===== config.mk =====
export PLATFORM = sky130hd
export DESIGN_NAME = adc_average_to_kelvin_flat
export DESIGN_NICKNAME = d
export VERILOG_FILES = /design/src/rtl/core/aatk_pkg.sv /design/src/rtl/core/aatk_if.sv /design/src/rtl/core/aatk_average.sv /design/src/rtl/core/aatk_segment.sv /design/src/rtl/core/aatk_kelvin.sv /design/src/rtl/core/adc_average_to_kelvin.sv /design/src/flat_wrapper.sv
export SDC_FILE = /design/constraint.sdc
export NUM_CORES = 1
export LEC_CHECK = 0
export BUFFER_PORTS_ARGS = -buffer_cell sky130_fd_sc_hd__buf_2
export CAP_MARGIN = 20
export CORE_UTILIZATION = 35
export CTS_BUF_LIST = sky130_fd_sc_hd__clkbuf_8 sky130_fd_sc_hd__clkbuf_16
export DETAILED_ROUTE_END_ITERATION = 8
export PLACE_DENSITY = 0.58
export SKIP_LAST_GASP = 1
export SLEW_MARGIN = 10
export SYNTH_ARGS = -nofsm -noshare
export SYNTH_HDL_FRONTEND = slang
export SYNTH_SLANG_ARGS = --single-unit

===== constraint.sdc =====
create_clock -name clock -period 18.91 [get_ports clock]
set_input_delay 1.891 -clock clock [delete_from_list [all_inputs] [get_ports clock]]
set_output_delay 1.891 -clock clock [all_outputs]
set_load 0.03 [all_outputs]

===== src/rtl/core/aatk_pkg.sv =====
`timescale 1ns / 1ps
// aatk_pkg: segment table, field widths and shared types for adc_average_to_kelvin
// no dependencies; imported by every module of the block

package aatk_pkg;

   localparam int CHANNEL_BITS  = 3;
   localparam int KELVIN_BITS   = 9;
   localparam int SEGMENTS      = 9;
   localparam int SEG_IDX_BITS  = $clog2(SEGMENTS);
   localparam int SEG_BASE_BITS = 6;
   localparam int SEG_BP_BITS   = 10;
   localparam int SEG_D100_BITS = 11;

   typedef logic [CHANNEL_BITS-1:0]  channel_type;
   typedef logic [KELVIN_BITS-1:0]   kelvin_type;
   typedef logic [SEG_IDX_BITS-1:0]  seg_idx_type;
   typedef logic [SEG_BASE_BITS-1:0] seg_base_type;
   typedef logic [SEG_BP_BITS-1:0]   seg_bp_type;
   typedef logic [SEG_D100_BITS-1:0] seg_d100_type;

   localparam logic [KELVIN_BITS-1:0] KELVIN_OFFSET = 9'd273;
   localparam logic [KELVIN_BITS-1:0] KELVIN_MAX    = 9'd511;

   // celsius at the segment breakpoint
   localparam seg_base_type SEG_BASE [SEGMENTS] = '{
      6'd5, 6'd10, 6'd15, 6'd20, 6'd25, 6'd30, 6'd35, 6'd40, 6'd45
   };

   // upper code of each segment, also the code where the base applies
   localparam seg_bp_type SEG_BP [SEGMENTS] = '{
      10'd289, 10'd342, 10'd398, 10'd455, 10'd512, 10'd566, 10'd619, 10'd667, 10'd712
   };

   // codes per degree, in hundredths
   localparam seg_d100_type SEG_D100 [SEGMENTS] = '{
      11'd982, 11'd1060, 11'd1112, 11'd1136, 11'd1132, 11'd1100, 11'd1044, 11'd973, 11'd890
   };

   // signed width of code minus breakpoint, also enough for the celsius value
   function automatic int diff_bits(input int sample_bits);
      int w;
      w = (sample_bits > SEG_BP_BITS) ? sample_bits : SEG_BP_BITS;
      return w + 1;
   endfunction

endpackage


===== src/rtl/core/aatk_if.sv =====
`timescale 1ns / 1ps
// aatk_req_if, aatk_rsp_if: sample and result channels with valid/ready
// depends on aatk_pkg for the field types

interface aatk_req_if
   import aatk_pkg::*;
#(
   parameter int SAMPLE_BITS = 10
) ();
   logic                   valid;
   logic                   ready;
   logic [SAMPLE_BITS-1:0] sample;
   channel_type            channel;
   logic                   first;
   logic                   last;

   modport source (output valid, output sample, output channel, output first, output last,
                   input ready);
   modport sink   (input valid, input sample, input channel, input first, input last,
                   output ready);
endinterface

interface aatk_rsp_if
   import aatk_pkg::*;
();
   logic        valid;
   logic        ready;
   kelvin_type  kelvin;
   channel_type channel_out;

   modport source (output valid, output kelvin, output channel_out, input ready);
   modport sink   (input valid, input kelvin, input channel_out, output ready);
endinterface


===== src/rtl/core/aatk_average.sv =====
`timescale 1ns / 1ps
// aatk_average: burst running average and the register that holds the code to convert
// depends on aatk_pkg and aatk_req_if

module aatk_average
   import aatk_pkg::*;
#(
   parameter int SAMPLE_BITS = 10
) (
   input  logic                   clock,
   input  logic                   reset,
   aatk_req_if.sink               req_if,
   output logic                   code_valid,
   input  logic                   code_ready,
   output logic [SAMPLE_BITS-1:0] code,
   output channel_type            code_channel
);

   logic [SAMPLE_BITS-1:0] avg_ff, avg_in;
   logic [SAMPLE_BITS:0]   avg_sum;
   logic                   valid_ff, valid_in;
   logic [SAMPLE_BITS-1:0] code_ff;
   channel_type            ch_ff;
   logic                   stage_ready;
   logic                   accept;

   assign stage_ready  = !valid_ff || code_ready;
   assign req_if.ready = stage_ready;
   assign accept       = req_if.valid && stage_ready;

   always_comb begin
      avg_sum = {1'b0, avg_ff} + {1'b0, req_if.sample};
      avg_in  = req_if.first ? req_if.sample : avg_sum[SAMPLE_BITS:1];
   end

   always_comb begin
      valid_in = valid_ff;
      if (stage_ready) begin
         valid_in = accept && req_if.last;
      end
   end

   always_ff @(posedge clock) begin
      if (reset) begin
         avg_ff   <= '0;
         valid_ff <= 1'b0;
      end else begin
         valid_ff <= valid_in;
         if (accept) begin
            avg_ff <= avg_in;
         end
      end
   end

   always_ff @(posedge clock) begin
      if (accept && req_if.last) begin
         code_ff <= avg_in;
         ch_ff   <= req_if.channel;
      end
   end

   assign code_valid   = valid_ff;
   assign code         = code_ff;
   assign code_channel = ch_ff;

   // first sample of a burst loads the average
   a_first_loads: assert property (@(posedge clock) disable iff (reset)
      accept && req_if.first |=> avg_ff == $past(req_if.sample))
      else $error("average not loaded by first sample");

   // average only moves on a transfer
   a_avg_holds: assert property (@(posedge clock) disable iff (reset)
      !accept |=> $stable(avg_ff))
      else $error("average changed without transfer");

   // averaging never leaves the interval of its two operands
   a_avg_bounded: assert property (@(posedge clock) disable iff (reset)
      accept && !req_if.first |=>
         (avg_ff >= $past(avg_ff) || avg_ff >= $past(req_if.sample)) &&
         (avg_ff <= $past(avg_ff) || avg_ff <= $past(req_if.sample)))
      else $error("average outside operand range");

endmodule


===== src/rtl/core/aatk_segment.sv =====
`timescale 1ns / 1ps
// aatk_segment: segment select and slope multiply (code - breakpoint) * reciprocal
// depends on aatk_pkg for the segment table

module aatk_segment
   import aatk_pkg::*;
#(
   parameter int SAMPLE_BITS     = 10,
   parameter int RECIP_FRAC_BITS = 20
) (
   input  logic                   clock,
   input  logic                   reset,
   input  logic                   in_valid,
   output logic                   in_ready,
   input  logic [SAMPLE_BITS-1:0] code,
   input  channel_type            in_channel,
   output logic                   out_valid,
   input  logic                   out_ready,
   output logic signed [diff_bits(SAMPLE_BITS)+RECIP_FRAC_BITS-2:0] product,
   output seg_idx_type            out_seg,
   output channel_type            out_channel
);

   localparam int DIFF_BITS  = diff_bits(SAMPLE_BITS);
   // largest reciprocal is below 2^(frac - 3)
   localparam int RECIP_BITS = RECIP_FRAC_BITS - 2;
   localparam int PROD_BITS  = DIFF_BITS + RECIP_BITS + 1;
   localparam logic [63:0] ONE_HUNDRED = 64'd100 << RECIP_FRAC_BITS;

   localparam logic [RECIP_BITS-1:0] RECIP [SEGMENTS] = '{
      RECIP_BITS'((ONE_HUNDRED + 64'(SEG_D100[0] / 2)) / 64'(SEG_D100[0])),
      RECIP_BITS'((ONE_HUNDRED + 64'(SEG_D100[1] / 2)) / 64'(SEG_D100[1])),
      RECIP_BITS'((ONE_HUNDRED + 64'(SEG_D100[2] / 2)) / 64'(SEG_D100[2])),
      RECIP_BITS'((ONE_HUNDRED + 64'(SEG_D100[3] / 2)) / 64'(SEG_D100[3])),
      RECIP_BITS'((ONE_HUNDRED + 64'(SEG_D100[4] / 2)) / 64'(SEG_D100[4])),
      RECIP_BITS'((ONE_HUNDRED + 64'(SEG_D100[5] / 2)) / 64'(SEG_D100[5])),
      RECIP_BITS'((ONE_HUNDRED + 64'(SEG_D100[6] / 2)) / 64'(SEG_D100[6])),
      RECIP_BITS'((ONE_HUNDRED + 64'(SEG_D100[7] / 2)) / 64'(SEG_D100[7])),
      RECIP_BITS'((ONE_HUNDRED + 64'(SEG_D100[8] / 2)) / 64'(SEG_D100[8]))
   };

   logic                        valid_ff;
   logic signed [PROD_BITS-1:0] prod_ff, prod_in;
   seg_idx_type                 seg_ff, seg_in;
   channel_type                 ch_ff;
   logic [DIFF_BITS-1:0]        code_ext;
   logic signed [DIFF_BITS-1:0] diff;
   logic signed [RECIP_BITS:0]  recip_s;

   assign in_ready = !valid_ff || out_ready;

   always_comb begin
      code_ext = {{(DIFF_BITS-SAMPLE_BITS){1'b0}}, code};
      seg_in   = seg_idx_type'(SEGMENTS - 1);
      for (int k = SEGMENTS - 2; k >= 0; k--) begin
         if (code_ext <= DIFF_BITS'(SEG_BP[k])) begin
            seg_in = seg_idx_type'(k);
         end
      end
      diff    = $signed(code_ext - DIFF_BITS'(SEG_BP[seg_in]));
      recip_s = $signed({1'b0, RECIP[seg_in]});
      prod_in = diff * recip_s;
   end

   always_ff @(posedge clock) begin
      if (reset) begin
         valid_ff <= 1'b0;
      end else if (in_ready) begin
         valid_ff <= in_valid;
      end
   end

   always_ff @(posedge clock) begin
      if (in_valid && in_ready) begin
         prod_ff <= prod_in;
         seg_ff  <= seg_in;
         ch_ff   <= in_channel;
      end
   end

   assign out_valid   = valid_ff;
   assign product     = prod_ff;
   assign out_seg     = seg_ff;
   assign out_channel = ch_ff;

endmodule


===== src/rtl/core/aatk_kelvin.sv =====
`timescale 1ns / 1ps
// aatk_kelvin: adds the segment base, truncates toward zero, offsets to kelvin, clamps
// depends on aatk_pkg and aatk_rsp_if; holds the result register

module aatk_kelvin
   import aatk_pkg::*;
#(
   parameter int SAMPLE_BITS     = 10,
   parameter int RECIP_FRAC_BITS = 20
) (
   input  logic        clock,
   input  logic        reset,
   input  logic        in_valid,
   output logic        in_ready,
   input  logic signed [diff_bits(SAMPLE_BITS)+RECIP_FRAC_BITS-2:0] product,
   input  seg_idx_type in_seg,
   input  channel_type in_channel,
   aatk_rsp_if.source  rsp_if
);

   localparam int DIFF_BITS = diff_bits(SAMPLE_BITS);
   localparam int PROD_BITS = DIFF_BITS + RECIP_FRAC_BITS - 1;
   localparam int SUM_BITS  = DIFF_BITS + RECIP_FRAC_BITS;
   localparam int KSUM_BITS = DIFF_BITS + 1;

   logic                       sum_valid_ff;
   logic signed [SUM_BITS-1:0] sum_ff, sum_in;
   channel_type                sum_ch_ff;
   logic                       sum_ready;

   logic                       out_valid_ff;
   kelvin_type                 kelvin_ff, kelvin_in;
   channel_type                out_ch_ff;
   logic                       out_ready;

   logic [SUM_BITS-1:0]        biased;
   logic [DIFF_BITS-1:0]       celsius;
   logic [KSUM_BITS-1:0]       kel_sum;

   assign out_ready = !out_valid_ff || rsp_if.ready;
   assign sum_ready = !sum_valid_ff || out_ready;
   assign in_ready  = sum_ready;

   always_comb begin
      sum_in = $signed({{(SUM_BITS-SEG_BASE_BITS-RECIP_FRAC_BITS){1'b0}}, SEG_BASE[in_seg],
                        {RECIP_FRAC_BITS{1'b0}}})
             + $signed({{(SUM_BITS-PROD_BITS){product[PROD_BITS-1]}}, product});
   end

   // truncate toward zero: negative sums get frac-all-ones before the shift
   always_comb begin
      biased  = sum_ff[SUM_BITS-1]
              ? sum_ff + {{(SUM_BITS-RECIP_FRAC_BITS){1'b0}}, {RECIP_FRAC_BITS{1'b1}}}
              : sum_ff;
      celsius = biased[SUM_BITS-1:RECIP_FRAC_BITS];
      kel_sum = {celsius[DIFF_BITS-1], celsius} + KSUM_BITS'(KELVIN_OFFSET);
      if (kel_sum[KSUM_BITS-1]) begin
         kelvin_in = '0;
      end else if (kel_sum > KSUM_BITS'(KELVIN_MAX)) begin
         kelvin_in = KELVIN_MAX;
      end else begin
         kelvin_in = kel_sum[KELVIN_BITS-1:0];
      end
   end

   always_ff @(posedge clock) begin
      if (reset) begin
         sum_valid_ff <= 1'b0;
         out_valid_ff <= 1'b0;
      end else begin
         if (sum_ready) begin
            sum_valid_ff <= in_valid;
         end
         if (out_ready) begin
            out_valid_ff <= sum_valid_ff;
         end
      end
   end

   always_ff @(posedge clock) begin
      if (in_valid && sum_ready) begin
         sum_ff    <= sum_in;
         sum_ch_ff <= in_channel;
      end
      if (sum_valid_ff && out_ready) begin
         kelvin_ff <= kelvin_in;
         out_ch_ff <= sum_ch_ff;
      end
   end

   assign rsp_if.valid       = out_valid_ff;
   assign rsp_if.kelvin      = kelvin_ff;
   assign rsp_if.channel_out = out_ch_ff;

   // a negative celsius sum never lands above the offset
   a_neg_below_offset: assert property (@(posedge clock) disable iff (reset)
      sum_valid_ff && out_ready && sum_ff[SUM_BITS-1] |=> kelvin_ff <= KELVIN_OFFSET)
      else $error("negative sum gave kelvin above offset");

   // a nonnegative sum never lands below the offset
   a_pos_above_offset: assert property (@(posedge clock) disable iff (reset)
      sum_valid_ff && out_ready && !sum_ff[SUM_BITS-1] |=> kelvin_ff >= KELVIN_OFFSET)
      else $error("nonnegative sum gave kelvin below offset");

   // result register only fills from a valid sum stage
   a_out_from_sum: assert property (@(posedge clock) disable iff (reset)
      $rose(out_valid_ff) |-> $past(sum_valid_ff))
      else $error("result valid without sum stage");

endmodule


===== src/rtl/core/adc_average_to_kelvin.sv =====
`timescale 1ns / 1ps
// adc_average_to_kelvin: burst averaging of ADC samples and thermistor conversion to kelvin
// depends on aatk_pkg, aatk_if, aatk_average, aatk_segment, aatk_kelvin
//
//   port    dir  fields                                  transfer
//   req_if  in   sample, channel, first, last            valid && ready
//   rsp_if  out  kelvin, channel_out                     valid && ready
//
// one sample per cycle while no stall holds the pipeline; a sample with last set has its result
// passed in turn through the stages average, segment multiply, base add and truncate/clamp
// synchronous reset clears the running average and all stage valids
// a stalled result holds the pipeline; the four stage registers absorb up to four results

module adc_average_to_kelvin
   import aatk_pkg::*;
#(
   parameter int SAMPLE_BITS     = 10,
   parameter int RECIP_FRAC_BITS = 20
) (
   input  logic        clock,
   input  logic        reset,
   aatk_req_if.sink    req_if,
   aatk_rsp_if.source  rsp_if
);

   localparam int PROD_BITS = diff_bits(SAMPLE_BITS) + RECIP_FRAC_BITS - 1;

   logic                        code_valid;
   logic                        code_ready;
   logic [SAMPLE_BITS-1:0]      code;
   channel_type                 code_channel;

   logic                        prod_valid;
   logic                        prod_ready;
   logic signed [PROD_BITS-1:0] product;
   seg_idx_type                 prod_seg;
   channel_type                 prod_channel;

   aatk_average #(
      .SAMPLE_BITS (SAMPLE_BITS)
   ) u_average (
      .clock        (clock),
      .reset        (reset),
      .req_if       (req_if),
      .code_valid   (code_valid),
      .code_ready   (code_ready),
      .code         (code),
      .code_channel (code_channel)
   );

   aatk_segment #(
      .SAMPLE_BITS     (SAMPLE_BITS),
      .RECIP_FRAC_BITS (RECIP_FRAC_BITS)
   ) u_segment (
      .clock       (clock),
      .reset       (reset),
      .in_valid    (code_valid),
      .in_ready    (code_ready),
      .code        (code),
      .in_channel  (code_channel),
      .out_valid   (prod_valid),
      .out_ready   (prod_ready),
      .product     (product),
      .out_seg     (prod_seg),
      .out_channel (prod_channel)
   );

   aatk_kelvin #(
      .SAMPLE_BITS     (SAMPLE_BITS),
      .RECIP_FRAC_BITS (RECIP_FRAC_BITS)
   ) u_kelvin (
      .clock      (clock),
      .reset      (reset),
      .in_valid   (prod_valid),
      .in_ready   (prod_ready),
      .product    (product),
      .in_seg     (prod_seg),
      .in_channel (prod_channel),
      .rsp_if     (rsp_if)
   );

endmodule


===== src/flat_wrapper.sv =====
// flat-port wrapper written by rule: the top's interface ports become plain ports
module adc_average_to_kelvin_flat import aatk_pkg::*;
#(
   parameter int SAMPLE_BITS     = 10,
   parameter int RECIP_FRAC_BITS = 20
)
  (clock, reset, req_if_valid, req_if_sample, req_if_channel, req_if_first, req_if_last, req_if_ready, rsp_if_valid, rsp_if_kelvin, rsp_if_channel_out, rsp_if_ready);
  aatk_req_if #(.SAMPLE_BITS(SAMPLE_BITS)) req_if_i ();
  aatk_rsp_if rsp_if_i ();
  input  logic clock;
  input  logic reset;
  input wire logic [$bits(req_if_i.valid)-1:0] req_if_valid;
  input wire logic [$bits(req_if_i.sample)-1:0] req_if_sample;
  input wire logic [$bits(req_if_i.channel)-1:0] req_if_channel;
  input wire logic [$bits(req_if_i.first)-1:0] req_if_first;
  input wire logic [$bits(req_if_i.last)-1:0] req_if_last;
  output wire logic [$bits(req_if_i.ready)-1:0] req_if_ready;
  output wire logic [$bits(rsp_if_i.valid)-1:0] rsp_if_valid;
  output wire logic [$bits(rsp_if_i.kelvin)-1:0] rsp_if_kelvin;
  output wire logic [$bits(rsp_if_i.channel_out)-1:0] rsp_if_channel_out;
  input wire logic [$bits(rsp_if_i.ready)-1:0] rsp_if_ready;
  assign req_if_i.valid = req_if_valid;
  assign req_if_i.sample = req_if_sample;
  assign req_if_i.channel = req_if_channel;
  assign req_if_i.first = req_if_first;
  assign req_if_i.last = req_if_last;
  assign req_if_ready = req_if_i.ready;
  assign rsp_if_valid = rsp_if_i.valid;
  assign rsp_if_kelvin = rsp_if_i.kelvin;
  assign rsp_if_channel_out = rsp_if_i.channel_out;
  assign rsp_if_i.ready = rsp_if_ready;
  adc_average_to_kelvin #(.SAMPLE_BITS(SAMPLE_BITS), .RECIP_FRAC_BITS(RECIP_FRAC_BITS)) u_core (.clock(clock), .reset(reset), .req_if(req_if_i), .rsp_if(rsp_if_i));
endmodule

==> impl_metrics.ini <==
[outcome]
status = completed

[floorplan]
die_y_um = 185
start_util_pct = 35.8
rows = 66
die_x_um = 185
dieArea_um2 = 34200
core-area_um2 = 32700
io_pins = 33

[hold_path]
min_from = u_core.u_segment.product[13]$_DFFE_PP_
min_path_type = register to register

[detailed_routing]
drt-pass1-iter-count = 5
ant_nets = 0
drc_errors = 0
drt_iter0_markers = 408
via_count = 8193
wl_per_cell_um = 15.7
postRouteWirelength_um = 26400
routed_via_density = 4.86

[critical_path]
crit_path_top_delay_cell = or4_1
crit_buf_inv = 5
reg2reg_depth = 37
reg2reg_to = u_core.u_segment.product[28]$_DFFE_PP_
endpoint_kind = register
rr_startpoint = u_core.u_average.code[1]$_DFFE_PP_
critPathMaxStageDelay_ns = 0.59
cp.required_ns = 19.02
cp.depth = 37
critPathArrivalTime_ns = 10.61
worst-setup-path-type = register to register
cp_max_fo = 18
startpoint_type = register
crit_end = u_core.u_segment.product[28]$_DFFE_PP_
cp-startpoint = u_core.u_average.code[1]$_DFFE_PP_
ff2ff_setup_slack_ns = 8.42
path_delay_family = adder cells

[timing]
fmaxAchievable_mhz = 95.3
hold-worst-slack_ns = 0.406
period_needed_ns = 10.49
finalHoldViolCount = 0
tightest_slew_ns = 1.06
period_share_pct = 55.5
slew_headroom_pct = 28.6
finalClockSkew_ns = 0.0193
setup-tns-final_ns = 0
grt_setup_unrepaired = no
finalMaxSlewViolations = 0
setup_violations = 0

[yosys]
syn_nets = 1489
ys_top_cells_by_count = inv_1, nand2_1, fa_1
postSynth.asyncResetShare_pct = 0
synth_edf_count = 96
yosysMostFrequentCell = inv_1
synth_top_area_cell = edfxtp_1
syn_area_um2 = 11700
synth_flop_cell = edfxtp_1
avgSynthCellArea_um2 = 9.63
yosys_warnings = 0
yosys-top-cells-area = edfxtp_1, fa_1, ha_1, inv_1, nand2_1
synth_cell_types = 72
ys_ff_latch = 110
ys_seq_area_share_pct = 27.0
yosys.area.top_type_share_pct = 24.6
synthCells = 1216

[clock_tree]
cts_hold_buf = 0
cts.clk_slew.worst_paths_ns = 0.09
numCtsBuffers = 9
cts_setup_buffers = 0
cts.sinks = 110
htree_levels = 3
clockBufferDepth = 2
cts-root-buf = clkbuf_16
worstSkewPairLatency_ns = 0.37
cts_tree = yes
cts_resized = 0

[placement]
portBuffers = 32
place_congestion = 0.861
dpl_cell_area_um2 = 12400
hpwl_um = 21500
place_inst = 1669

[flow_run]
cap_violations = 0

[global_routing]
grt_antenna_before_repair = 0
grt_overflow = 0
grt_first_pass_wirelength_um = 44300
grt.total_usage_pct = 16.6
grt_max_degree = 38
grt_pass1_vias = 8589

[final_layout]
final_layout_size_suffix_gt1_share_pct = 7.23
n_antenna_cell = 0
finalNonFillerCells = 1687
area_growth_pct = 8.68
postLayoutCellArea_um2 = 12700
final_nets = 1513
==> final cells by class <==
cell class,instances,area (um^2)
clock inverter,7,91.3
multi-input combinational,867,7650
timing repair buffer,44,263
inverter,208,781
clock buffer,9,225
sequential,110,3160
fill,3276,20000
tap,442,553
==> through the flow <==
stage / setup slack [ns] / utilization, %
6_report: 8.42 / 38.9
5_1_grt: 7.71 / 38.9
4_1_cts: 8.41 / 38.8
3_5_place_dp: 8.44 / 37.9
3_3_place_gp: 8.60 / 37.9
2_1_floorplan: 9.52 / -
==> worst min-delay path by stage <==
stage                     cells after the start                                              end  slack, ns
after floorplan                               0  u_core.u_kelvin.rsp_if.channel_out[0]$_DFFE_PP_       0.40
after global placement                        0           u_core.u_kelvin.sum_ch_ff[0]$_DFFE_PP_       0.40
after detailed placement                      0             u_core.u_kelvin.sum_ff[12]$_DFFE_PP_       0.40
after CTS                                     0              u_core.u_kelvin.sum_ff[7]$_DFFE_PP_       0.40
after global routing                          0             u_core.u_kelvin.sum_ff[13]$_DFFE_PP_       0.41
final                                         0             u_core.u_kelvin.sum_ff[13]$_DFFE_PP_       0.41
==> routing by layer <==
layer	share of wire, %	wire, um	GRT usage, %	up-vias
met4	2.1	546	4.40	0
met1	47	12400	22.0	3989
li1	-	-	-	4037
met5	0	0	0	-
met2	47	12400	28.3	138
met3	3.8	998	2.14	29
==> flip-flops by register name (all words and copies together) (netlist names) <==
name and cells:
u_core.u_kelvin.sum_ff 31, u_core.u_segment.product 30, u_core.u_average.avg_ff 10, u_core.u_average.code 10, u_core.u_kelvin.rsp_if.kelvin 9, u_core.u_segment.out_seg 4
u_core.u_average.code_channel 3, u_core.u_kelvin.rsp_if.channel_out 3, u_core.u_kelvin.sum_ch_ff 3, u_core.u_segment.out_channel 3, u_core.u_average.code_valid 1, u_core.u_kelvin.rsp_if.valid 1
u_core.u_kelvin.sum_valid_ff 1, u_core.u_segment.out_valid 1
==> worst reg2reg max path: cells and delay by family, from the launching register on <==
family | cells | cell delay (ns)
fa+ha+maj | 9 | 3.86
compound gates | 14 | 3.44
simple gates | 8 | 1.69
buf+inv | 5 | 0.71
flops | 1 | 0.49
xor+xnor | 1 | 0.08
==> cells by family after synthesis <==
family / after synthesis / share of synthesized area, %
flip-flops: 110 / 27.0
multiplexers: 3 / 0.257
AND/OR/NAND/NOR: 363 / 13.8
AO/OA/AOI/OAI: 194 / 11.0
XOR/XNOR: 53 / 4.09
buffers and inverters: 239 / 7.82
adder cells (fa/ha/maj): 254 / 36.1
==> placed cells by master (no fill, tap or decap), types with 6 or more instances in the layout <==
cell	count
a21oi_1	64
fa_1	139
and2_1	16
o21ai_1	10
o21a_1	8
a21o_1	19
edfxtp_1	96
o21ai_0	28
inv_1	205
and3_1	6
o31ai_1	6
o21bai_1	6
buf_2	32
clkbuf_16	9
nand2b_1	8
nor2_1	120
xor2_1	16
nand3_1	12
xnor2_1	35
ha_1	115
nor2b_1	10
nand2_1	146
dfxtp_1	14
nor3_1	15
buf_4	11
Power is left out: the tool's default activity adds up to more than one toggle a clock period on the data nets, which glitch-free logic cannot reach.
